==> config.mk <==
export PLATFORM = sky130hd
export DESIGN_NAME = fifo_free_list_block_allocator
export DESIGN_NICKNAME = d
export VERILOG_FILES = /design/src/hdl/ffl_pkg.sv /design/src/hdl/ffl_ram.sv /design/src/hdl/ffl_ctrl.sv /design/src/hdl/ffl_dp.sv /design/src/hdl/fifo_free_list_block_allocator.sv
export SDC_FILE = /design/constraint.sdc
export NUM_CORES = 2
export LEC_CHECK = 0
export ABC_AREA = 1
export BUFFER_PORTS_ARGS = -buffer_cell sky130_fd_sc_hd__buf_2
export CAP_MARGIN = 10
export CELL_PAD_IN_SITES_DETAIL_PLACEMENT = 1
export CELL_PAD_IN_SITES_GLOBAL_PLACEMENT = 2
export CORE_ASPECT_RATIO = 2
export CORE_MARGIN = 4
export CORE_UTILIZATION = 48
export CTS_CLUSTER_DIAMETER = 80
export DETAILED_ROUTE_END_ITERATION = 7
export GPL_ROUTABILITY_DRIVEN = 0
export PLACE_DENSITY_LB_ADDON = 0.1
export SLEW_MARGIN = 20
export SYNTH_ARGS = -nofsm -noshare
export SYNTH_HDL_FRONTEND = slang
export SYNTH_SLANG_ARGS = --single-unit
==> constraint.sdc <==
create_clock -name clk -period 45.7 [get_ports clk]
set_input_delay 6.855 -clock clk [delete_from_list [all_inputs] [get_ports clk]]
set_output_delay 6.855 -clock clk [all_outputs]
set_load 0.005 [all_outputs]
==> src/hdl/ffl_pkg.sv <==
`timescale 1ns / 1ps
// ----------------------------------------------------------------------------
// ffl_pkg
// Shared types and constants for the linked free-list block allocator.
// ----------------------------------------------------------------------------
package ffl_pkg;

  localparam int ID_W       = 8;
  localparam int LINK_DEPTH = 1 << ID_W;

  localparam logic MODE_ALLOC   = 1'b0;
  localparam logic MODE_RELEASE = 1'b1;

  localparam logic STATUS_OK       = 1'b0;
  localparam logic STATUS_NO_BLOCK = 1'b1;

  typedef enum logic [2:0] {
    ST_INIT = 3'b001,
    ST_IDLE = 3'b010,
    ST_LINK = 3'b100
  } state_t;

  // controller -> datapath
  typedef struct packed {
    logic init_wr;    // write one link of the power-up chain
    logic accept;     // item taken this cycle
    logic load_link;  // head takes the link read back from memory
  } cmd_t;

  // datapath -> controller
  typedef struct packed {
    logic init_last;      // last link of the chain being written
    logic alloc_advance;  // offered item is an allocate that moves the head
  } sts_t;

endpackage

==> src/hdl/ffl_ram.sv <==
`timescale 1ns / 1ps
// ----------------------------------------------------------------------------
// ffl_ram
// Generic single-clock RAM, one write port, one read port, registered read.
// ----------------------------------------------------------------------------
module ffl_ram #(
  parameter int WIDTH = 8,
  parameter int DEPTH = 256
) (
  input  logic                     clk,
  input  logic                     we,
  input  logic [$clog2(DEPTH)-1:0] waddr,
  input  logic [WIDTH-1:0]         wdata,
  input  logic                     re,
  input  logic [$clog2(DEPTH)-1:0] raddr,
  output logic [WIDTH-1:0]         rdata
);

  logic [WIDTH-1:0] mem [DEPTH];

  always_ff @(posedge clk) begin
    if (we) begin
      mem[waddr] <= wdata;
    end
    if (re) begin
      rdata <= mem[raddr];
    end
  end

endmodule

==> src/hdl/ffl_ctrl.sv <==
`timescale 1ns / 1ps
// ----------------------------------------------------------------------------
// ffl_ctrl
// Sequencer: power-up link sweep, item acceptance, head advance, result valid.
// ----------------------------------------------------------------------------
module ffl_ctrl (
  input  logic          clk,
  input  logic          rst,
  input  logic          in_valid,
  output logic          in_ready,
  output logic          out_valid,
  input  logic          out_ready,
  input  ffl_pkg::sts_t sts,
  output ffl_pkg::cmd_t cmd
);

  import ffl_pkg::*;

  state_t state, state_next;
  logic   accept;

  assign in_ready = (state == ST_IDLE) && (!out_valid || out_ready);
  assign accept   = in_valid && in_ready;

  always_comb begin
    cmd.init_wr   = (state == ST_INIT);
    cmd.accept    = accept;
    cmd.load_link = (state == ST_LINK);
  end

  always_comb begin
    state_next = state;
    case (state)
      ST_INIT: begin
        if (sts.init_last) state_next = ST_IDLE;
      end
      ST_IDLE: begin
        if (accept && sts.alloc_advance) state_next = ST_LINK;
      end
      ST_LINK: begin
        state_next = ST_IDLE;
      end
      default: begin
        state_next = ST_INIT;
      end
    endcase
  end

  always_ff @(posedge clk) begin
    if (rst) begin
      state     <= ST_INIT;
      out_valid <= 1'b0;
    end else begin
      state <= state_next;
      if (accept) begin
        out_valid <= 1'b1;
      end else if (out_ready) begin
        out_valid <= 1'b0;
      end
    end
  end

endmodule

==> src/hdl/ffl_dp.sv <==
`timescale 1ns / 1ps
// ----------------------------------------------------------------------------
// ffl_dp
// Datapath: head, tail, empty flag, link memory and result register.
// ----------------------------------------------------------------------------
module ffl_dp #(
  parameter int NUM_BLOCKS = 256
) (
  input  logic                     clk,
  input  logic                     rst,
  input  ffl_pkg::cmd_t            cmd,
  output ffl_pkg::sts_t            sts,
  input  logic                     mode,
  input  logic [ffl_pkg::ID_W-1:0] block_id,
  output logic                     status,
  output logic [ffl_pkg::ID_W-1:0] granted_id
);

  import ffl_pkg::*;

  // block numbers are 8 bits wide, so the pool never exceeds the link depth
  localparam int POOL_SIZE = (NUM_BLOCKS > LINK_DEPTH) ? LINK_DEPTH : NUM_BLOCKS;
  localparam logic [ID_W:0]   POOL_LIM  = (ID_W + 1)'(POOL_SIZE);
  localparam logic [ID_W-1:0] TAIL_INIT = ID_W'(POOL_SIZE - 1);
  localparam logic [ID_W-1:0] ID_LAST   = ID_W'(LINK_DEPTH - 1);

  logic [ID_W-1:0] head_block;
  logic [ID_W-1:0] tail_block;
  logic            list_empty;
  logic [ID_W-1:0] init_cnt;
  logic [ID_W-1:0] link_rd;

  logic            is_alloc;
  logic            rel_ok;
  logic            head_is_tail;
  logic            ram_we;
  logic [ID_W-1:0] ram_waddr;
  logic [ID_W-1:0] ram_wdata;

  assign is_alloc     = (mode == MODE_ALLOC);
  assign rel_ok       = (mode == MODE_RELEASE) && ({1'b0, block_id} < POOL_LIM);
  assign head_is_tail = (head_block == tail_block);

  always_comb begin
    sts.init_last     = (init_cnt == ID_LAST);
    sts.alloc_advance = is_alloc && !list_empty && !head_is_tail;
  end

  // link of the old tail points at the released block
  assign ram_we    = cmd.init_wr || (cmd.accept && rel_ok && !list_empty);
  assign ram_waddr = cmd.init_wr ? init_cnt : tail_block;
  assign ram_wdata = cmd.init_wr ? ID_W'(init_cnt + 1'b1) : block_id;

  ffl_ram #(
    .WIDTH (ID_W),
    .DEPTH (LINK_DEPTH)
  ) u_links (
    .clk   (clk),
    .we    (ram_we),
    .waddr (ram_waddr),
    .wdata (ram_wdata),
    .re    (cmd.accept),
    .raddr (head_block),
    .rdata (link_rd)
  );

  always_ff @(posedge clk) begin
    if (rst) begin
      init_cnt   <= '0;
      head_block <= '0;
      tail_block <= TAIL_INIT;
      list_empty <= 1'b0;
    end else begin
      if (cmd.init_wr) begin
        init_cnt <= init_cnt + 1'b1;
      end
      if (cmd.load_link) begin
        head_block <= link_rd;
      end
      if (cmd.accept) begin
        if (is_alloc) begin
          if (!list_empty && head_is_tail) list_empty <= 1'b1;
        end else if (rel_ok) begin
          tail_block <= block_id;
          if (list_empty) begin
            head_block <= block_id;
            list_empty <= 1'b0;
          end
        end
      end
    end
  end

  // result register
  always_ff @(posedge clk) begin
    if (cmd.accept) begin
      if (is_alloc && list_empty) begin
        status     <= STATUS_NO_BLOCK;
        granted_id <= '0;
      end else if (is_alloc) begin
        status     <= STATUS_OK;
        granted_id <= head_block;
      end else begin
        status     <= STATUS_OK;
        granted_id <= '0;
      end
    end
  end

endmodule

==> src/hdl/fifo_free_list_block_allocator.sv <==
`timescale 1ns / 1ps
// ----------------------------------------------------------------------------
// fifo_free_list_block_allocator
// Pool allocator: free blocks kept as a linked queue (head, tail, link RAM).
// ----------------------------------------------------------------------------
//
//  channel | handshake            | payload
//  --------+----------------------+---------------------------------------
//  in      | in_valid / in_ready  | mode (0 allocate, 1 release), block_id
//  out     | out_valid / out_ready| status (1 = no free block), granted_id
//
//  Busy: an allocate that leaves blocks behind drops in_ready for the link
//  state, as the new head comes from the registered read of the link RAM.
//  A release, or an allocate that empties the list or fails, does not.
//  Reset: after rst the link RAM is chained i -> i+1 by a sweep over all
//  256 links; in_ready stays low during the sweep.
//  Stalls: the result sits in an output register; a new item is taken when
//  that register is empty or being read out in the same cycle.
//
//  Releases of block numbers outside the pool are ignored (status ok,
//  granted_id zero). Releasing an already free block is not checked.
//
module fifo_free_list_block_allocator #(
  parameter int NUM_BLOCKS = 256
) (
  input  logic                     clk,
  input  logic                     rst,
  input  logic                     in_valid,
  output logic                     in_ready,
  input  logic                     mode,
  input  logic [ffl_pkg::ID_W-1:0] block_id,
  output logic                     out_valid,
  input  logic                     out_ready,
  output logic                     status,
  output logic [ffl_pkg::ID_W-1:0] granted_id
);

  import ffl_pkg::*;

  cmd_t cmd;
  sts_t sts;

  // sequencer: sweep, acceptance, head advance and result valid
  ffl_ctrl u_ctrl (
    .clk       (clk),
    .rst       (rst),
    .in_valid  (in_valid),
    .in_ready  (in_ready),
    .out_valid (out_valid),
    .out_ready (out_ready),
    .sts       (sts),
    .cmd       (cmd)
  );

  // queue pointers, link RAM and the result register
  ffl_dp #(
    .NUM_BLOCKS (NUM_BLOCKS)
  ) u_dp (
    .clk        (clk),
    .rst        (rst),
    .cmd        (cmd),
    .sts        (sts),
    .mode       (mode),
    .block_id   (block_id),
    .status     (status),
    .granted_id (granted_id)
  );

endmodule
======== Word level (Yosys, flattened, before mapping) ========
Memory sizes are Yosys's and may differ from the RTL's. A register that Yosys moved wholly into a read port is not among the register bits.
Index checks and enable logic that the tools add are counted.
word-level totals
  bits in registers ....................... 38
  bits in latches ......................... 0
  memory bits (writable) .................. 2048
  memory bits (read-only) ................. 0
  input bits .............................. 13
  output and inout port bits .............. 11
  logic and storage cells ................. 54
  memories kept ........................... 1
cells by class
  add/subtract/negate cells ............... 1
  $mul .................................... 0
  div/mod/pow operators ................... 0
  order comparisons ....................... 0
  equal/unequal tests ..................... 7
  shift-type cells ........................ 0
  mux-type cells .......................... 16
  bitwise logic cells ..................... 1
  reductions and logical operators ........ 20
memories
  memory            depth  bits a word  read ports  clocked after memory_dff  wr ports  RTL line       source
  u_dp.u_links.mem  256    8            1           1                         1         ffl_ram.sv:19  logic [WIDTH-1:0] mem [DEPTH];
operators with widths
  cell                                                             number
  8-bit two-way mux                                                6
  1-bit logical AND                                                9
  3-bit case mux with 3 select lines                               1
  8-bit by 1-bit adder with 8-bit output, second input constant    1
  8-bit == test                                                    1
  8-bit == test, second input constant                             1
  1-bit two-way mux                                                7
  3-bit two-way mux                                                2
  2-bit AND reduction                                              3
  2-bit inequality test, second input constant                     2
  2-bit nonzero test                                               2
  3-bit by 1-bit == test with 1-bit output, second input constant  1
  3-bit by 2-bit == test with 1-bit output, second input constant  1
  3-bit == test, second input constant                             1
  1-bit zero test                                                  3
  1-bit logical OR                                                 2
  2-bit OR reduction                                               1
  1-bit NOT                                                        1

======== Longest topological paths before layout ========
  depth in word-level cells ............... 9
  gate-level depth with buffers ........... 15
  mapped depth without buffers ............ 12

======== By module ========
A second synthesis with hierarchy kept.
unflattened totals
  cells, all modules ...................... 7263
  area total of the unflattened synthesis .. 85385.6 µm²
modules (own cells, without submodules)
  module    times used  cells an instance  area an instance (µm²)  seq. area each (µm²)
  ffl_ram   1           7003               83476.3                 61739.2
  ffl_dp    1           229                1682.9                  770.7
  ffl_ctrl  1           31                 226.5                   80.1

======== Least setup slack after synthesis ========
Ideal clock, no wire load.
  path type ............................... input to register
  start point ............................. input port block_id[7] (netlist bit)
  end point ............................... memory u_dp.u_links.mem[0][7], data pin
  library setup time ...................... 2.188 ns
  arrival time ............................ 16.816 ns
  data required time ...................... 43.512 ns
  slack ................................... 26.697 ns
  stages .................................. 2
  buffers on the path ..................... 0
  cells stage by stage .................... inv_1 o21ai_0
on the way
  cells in the longest elaborated chain, start to end .. 1
ends and longest elaborated chain
  item                         RTL line                              source
  from (decl)                  fifo_free_list_block_allocator.sv:31  input logic [ffl_pkg::ID_W-1:0] block_id,
  8-bit two-way mux            ffl_dp.sv:52                          assign ram_wdata = cmd.init_wr ? ID_W'(init_cnt + 1'b1) : block_id;
  named net u_dp.ram_wdata[7]  ffl_dp.sv:38                          logic [ID_W-1:0] ram_wdata;
  to (decl)                    ffl_ram.sv:19
The timed path passes the listed nets, and every way through them passes these cells.

======== Final worst setup path ========
  start point ............................. input port out_ready
  end point ............................... output port in_ready
on the way
  cells in the longest elaborated chain, start to end .. 2
ends and longest elaborated chain
  item               RTL line                              source
  from (decl)        fifo_free_list_block_allocator.sv:33  input logic out_ready,
  1-bit logical OR   ffl_ctrl.sv:22                        assign in_ready = (state == ST_IDLE) && (!out_valid || out_ready);
  1-bit logical AND  ffl_ctrl.sv:22
  to (decl)          fifo_free_list_block_allocator.sv:29  output logic in_ready,
Every way passes these cells.

==> results.toml <==
[status]
status = "completed"

[critical_path]
cp.required_ns = 38.85
cp-end-kind = "output port"
worstPathCellList = "buf_2, nor2_1, nor2_1, buf_2"
cp_max_fo = 3
critPathArrivalTime_ns = 7.45
cp-startpoint = "out_ready"
criticalPathCategory = "primary input to output port"
r2r_start = "u_dp.head_block[0]$_SDFF_PP0_"
start_kind = "primary input"
slowest_stage = "nor2_1"
cpPeakStageDelay_ns = 0.25

[global_route]
grt_usage_pct = 29.5
grt_pass1_vias = 58700
grt_pass1_wl_mm = 395
gr-total-overflow = 0
antenna_found_initial = 9
grt_max_degree = 188

[timing]
fin_crit_ns = 14.30
setup-violations-final = 0
tns_ns = 0
skew_ns = 0.0419
fin_crit_sh_pct = 31.3
slew_viol_final = 0
hold_violations = 0
fmax_mhz = 69.9
rsz0062_at_grt = "false"
slew_headroom_pct = 20.3
worst_pin_slew_ns = 1.19

[floorplan]
die_w_um = 305
start_util_pct = 48.2
num_rows = 218
die_y_um = 602
io_pins = 24
core_um2 = 176000
die_area_um2 = 184000

[detailed_routing]
avgViaCountPerCell = 5.82
drtIter0Drc = 4283
first_pass_iters = 5
drc = 0
ant_nets = 0
wl_per_cell_um = 28.8
num_vias = 55300
wl_mm = 274

[synthesis]
ys.warnings.count = 0
synthAdderAreaFrac_pct = 0.0148
ys_seq_area_share_pct = 73.8
yosys.area_share.simple_pct = 23.2
synth.area.mux_share_pct = 0.0133
synth_top_area_share_pct = 73.1
synth_seq_cells = 2094
synth_top_cell_by_area = "edfxtp_1"
avgSynthCellArea_um2 = 11.7
netlist_instances = 7238
syn-num-nets = 7252
netlist_area_um2 = 84800
synth_compound_area_share_pct = 0.298
ys_top_cells_by_area = "edfxtp_1 73%, nand3_1 12%, nand2_1 9.6%"
synth-xor-area-share_pct = 0.0826
synth_top_family_by_area = "simple AND/OR/NAND/NOR gates"
synth.distinct_cells = 33

[clocking]
cts_setup_buffers = 0
cts_buffer_depth = 4
h-tree-depth = 4
path_clk_slew_ns = 0.06
clock-root-buffer = "clkbuf_16"
numCtsBuffers = 188
postCtsHoldBufs = 0
cts.repair.resized = 0
clock_latency_ns = 0.85
tritoncts = "built"
clock-sinks = 2094

[final_layout]
fin_nets = 7063
mostFrequentLayoutCell = "nand2_1"
drive_gt1_share_pct = 6.15
n_fill_cell = 18000
finalNonFillerCells = 9503
fin_area_um2 = 92700
mostFrequentLayoutCells = "2157 x nand2_1, 2065 x edfxtp_1, 2030 x nand3_1"
areaGrowthSynthToFinish_pct = 9.30

[placement]
dpl.hpwl_mm = 169
dp_cells = 9169
port_buffers = 23
placed_cell_area_um2 = 86700

[power_and_ir_drop]
power_density_nw_per_um2 = 40.4
ir_drop_v = 0.0000366
cellLeakagePower_nw = 31.8

[run]
max-cap-violations = 0

[worst_hold_path]
worstHoldStart = "u_dp.init_cnt[4]$_SDFFE_PP0N_"
hp-class = "register to register"
==> cells in the mapped netlist <==
cell type / instances
o21a_1: 1
nor2_2: 4
inv_1: 46
nand2_1: 2169
or2_2: 4
xor2_1: 8
buf_1: 67
edfxtp_1: 2065
o21bai_1: 1
o21ai_4: 1
nor2_1: 306
inv_2: 8
o211ai_1: 2
o21ai_0: 17
nand4_1: 7
dfxtp_1: 29
nand2_2: 11
nand3_2: 2
nor3_2: 2
nor3_1: 1
nor3b_4: 1
nor4_1: 2
mux2_2: 1
nand3_1: 2030
a21oi_1: 11
clkinv_1: 4
buf_2: 47
a31oi_1: 7
ha_1: 1
clkbuf_1: 370
buf_6: 9
o21ai_1: 3
a211oi_1: 1
==> sequential cells by signal, indices dropped and copies added, names as in the netlist, 3 cells and up <==
name / count
u_dp.u_links.mem: 2048
u_dp.granted_id: 8
u_dp.head_block: 8
u_dp.init_cnt: 8
u_dp.tail_block: 8
u_dp.u_links.rdata: 8
u_ctrl.state: 3
==> metrics by stage <==
step / hold WS (ns) / util, % / worst slack (ns) / power [mW]
after detailed placement: 0.464 / 49.3 / 31.40 / 2.22
final: 0.480 / 52.7 / 31.40 / 3.74
after global routing: 0.496 / 52.7 / 31.34 / 3.85
after CTS: 0.488 / 52.7 / 31.39 / 3.77
after floorplan: 0.445 / - / 26.70 / 2.18
after global placement: 0.452 / 49.3 / 31.39 / 2.22
==> path summary, 6_finish.rpt <==
path / to / slack, ns / cells after the start
hold reg to reg: u_dp.init_cnt[4]$_SDFFE_PP0N_ / 0.48 / 2
setup reg to reg: u_dp.u_links.rdata[7]$_DFFE_PN_ / 40.38 / 13
hold / removal: u_dp.init_cnt[4]$_SDFFE_PP0N_ / 0.48 / 2
setup / recovery: in_ready / 31.40 / 4
==> report_power, final <==
part	internal, mW	total (mW)	switching [mW]
sequential	2.11	2.11	0.000892
clock	0.873	1.57	0.697
combinational	0.00579	0.0657	0.0599
==> kinds of logic (layout without fill, tap and decap cells) <==
logic type / Yosys count / in the layout
DFF: 2094 / 2094
muxes: 1 / 1
xor gates and xnor gates: 8 / 8
and+or+nand+nor: 4539 / 4539
adders and majority gates: 1 / 1
other: 0 / 1
AOI/OAI and AO/OA: 44 / 44
buffers and inverters: 551 / 505
==> layout make-up <==
type | count | area [µm²] | area share, %
flip-flops and latches | 2094 | 62600 | 67.5
clock inverters | 107 | 1030 | 1.11
inverters | 58 | 243 | 0.262
well taps | 2310 | 2890 | 3.12
multi-input cells | 4593 | 20100 | 21.7
clock buffers | 226 | 4930 | 5.32
repair buffers | 114 | 886 | 0.956
diodes | 1 | 2.50 | 0.00270
==> critical path: cells and delay by family <==
kind,cells,cell delay [ns]
buffers and inverters,2,0.24
and+or+nand+nor,2,0.35
==> per-layer routing <==
metal,share of wire (%),track usage (%)
met5,0,0
met4,7.5,18.2
met3,4.1,2.69
met2,53,54.3
met1,35,32.8
(Power assumes the default switching activity.)
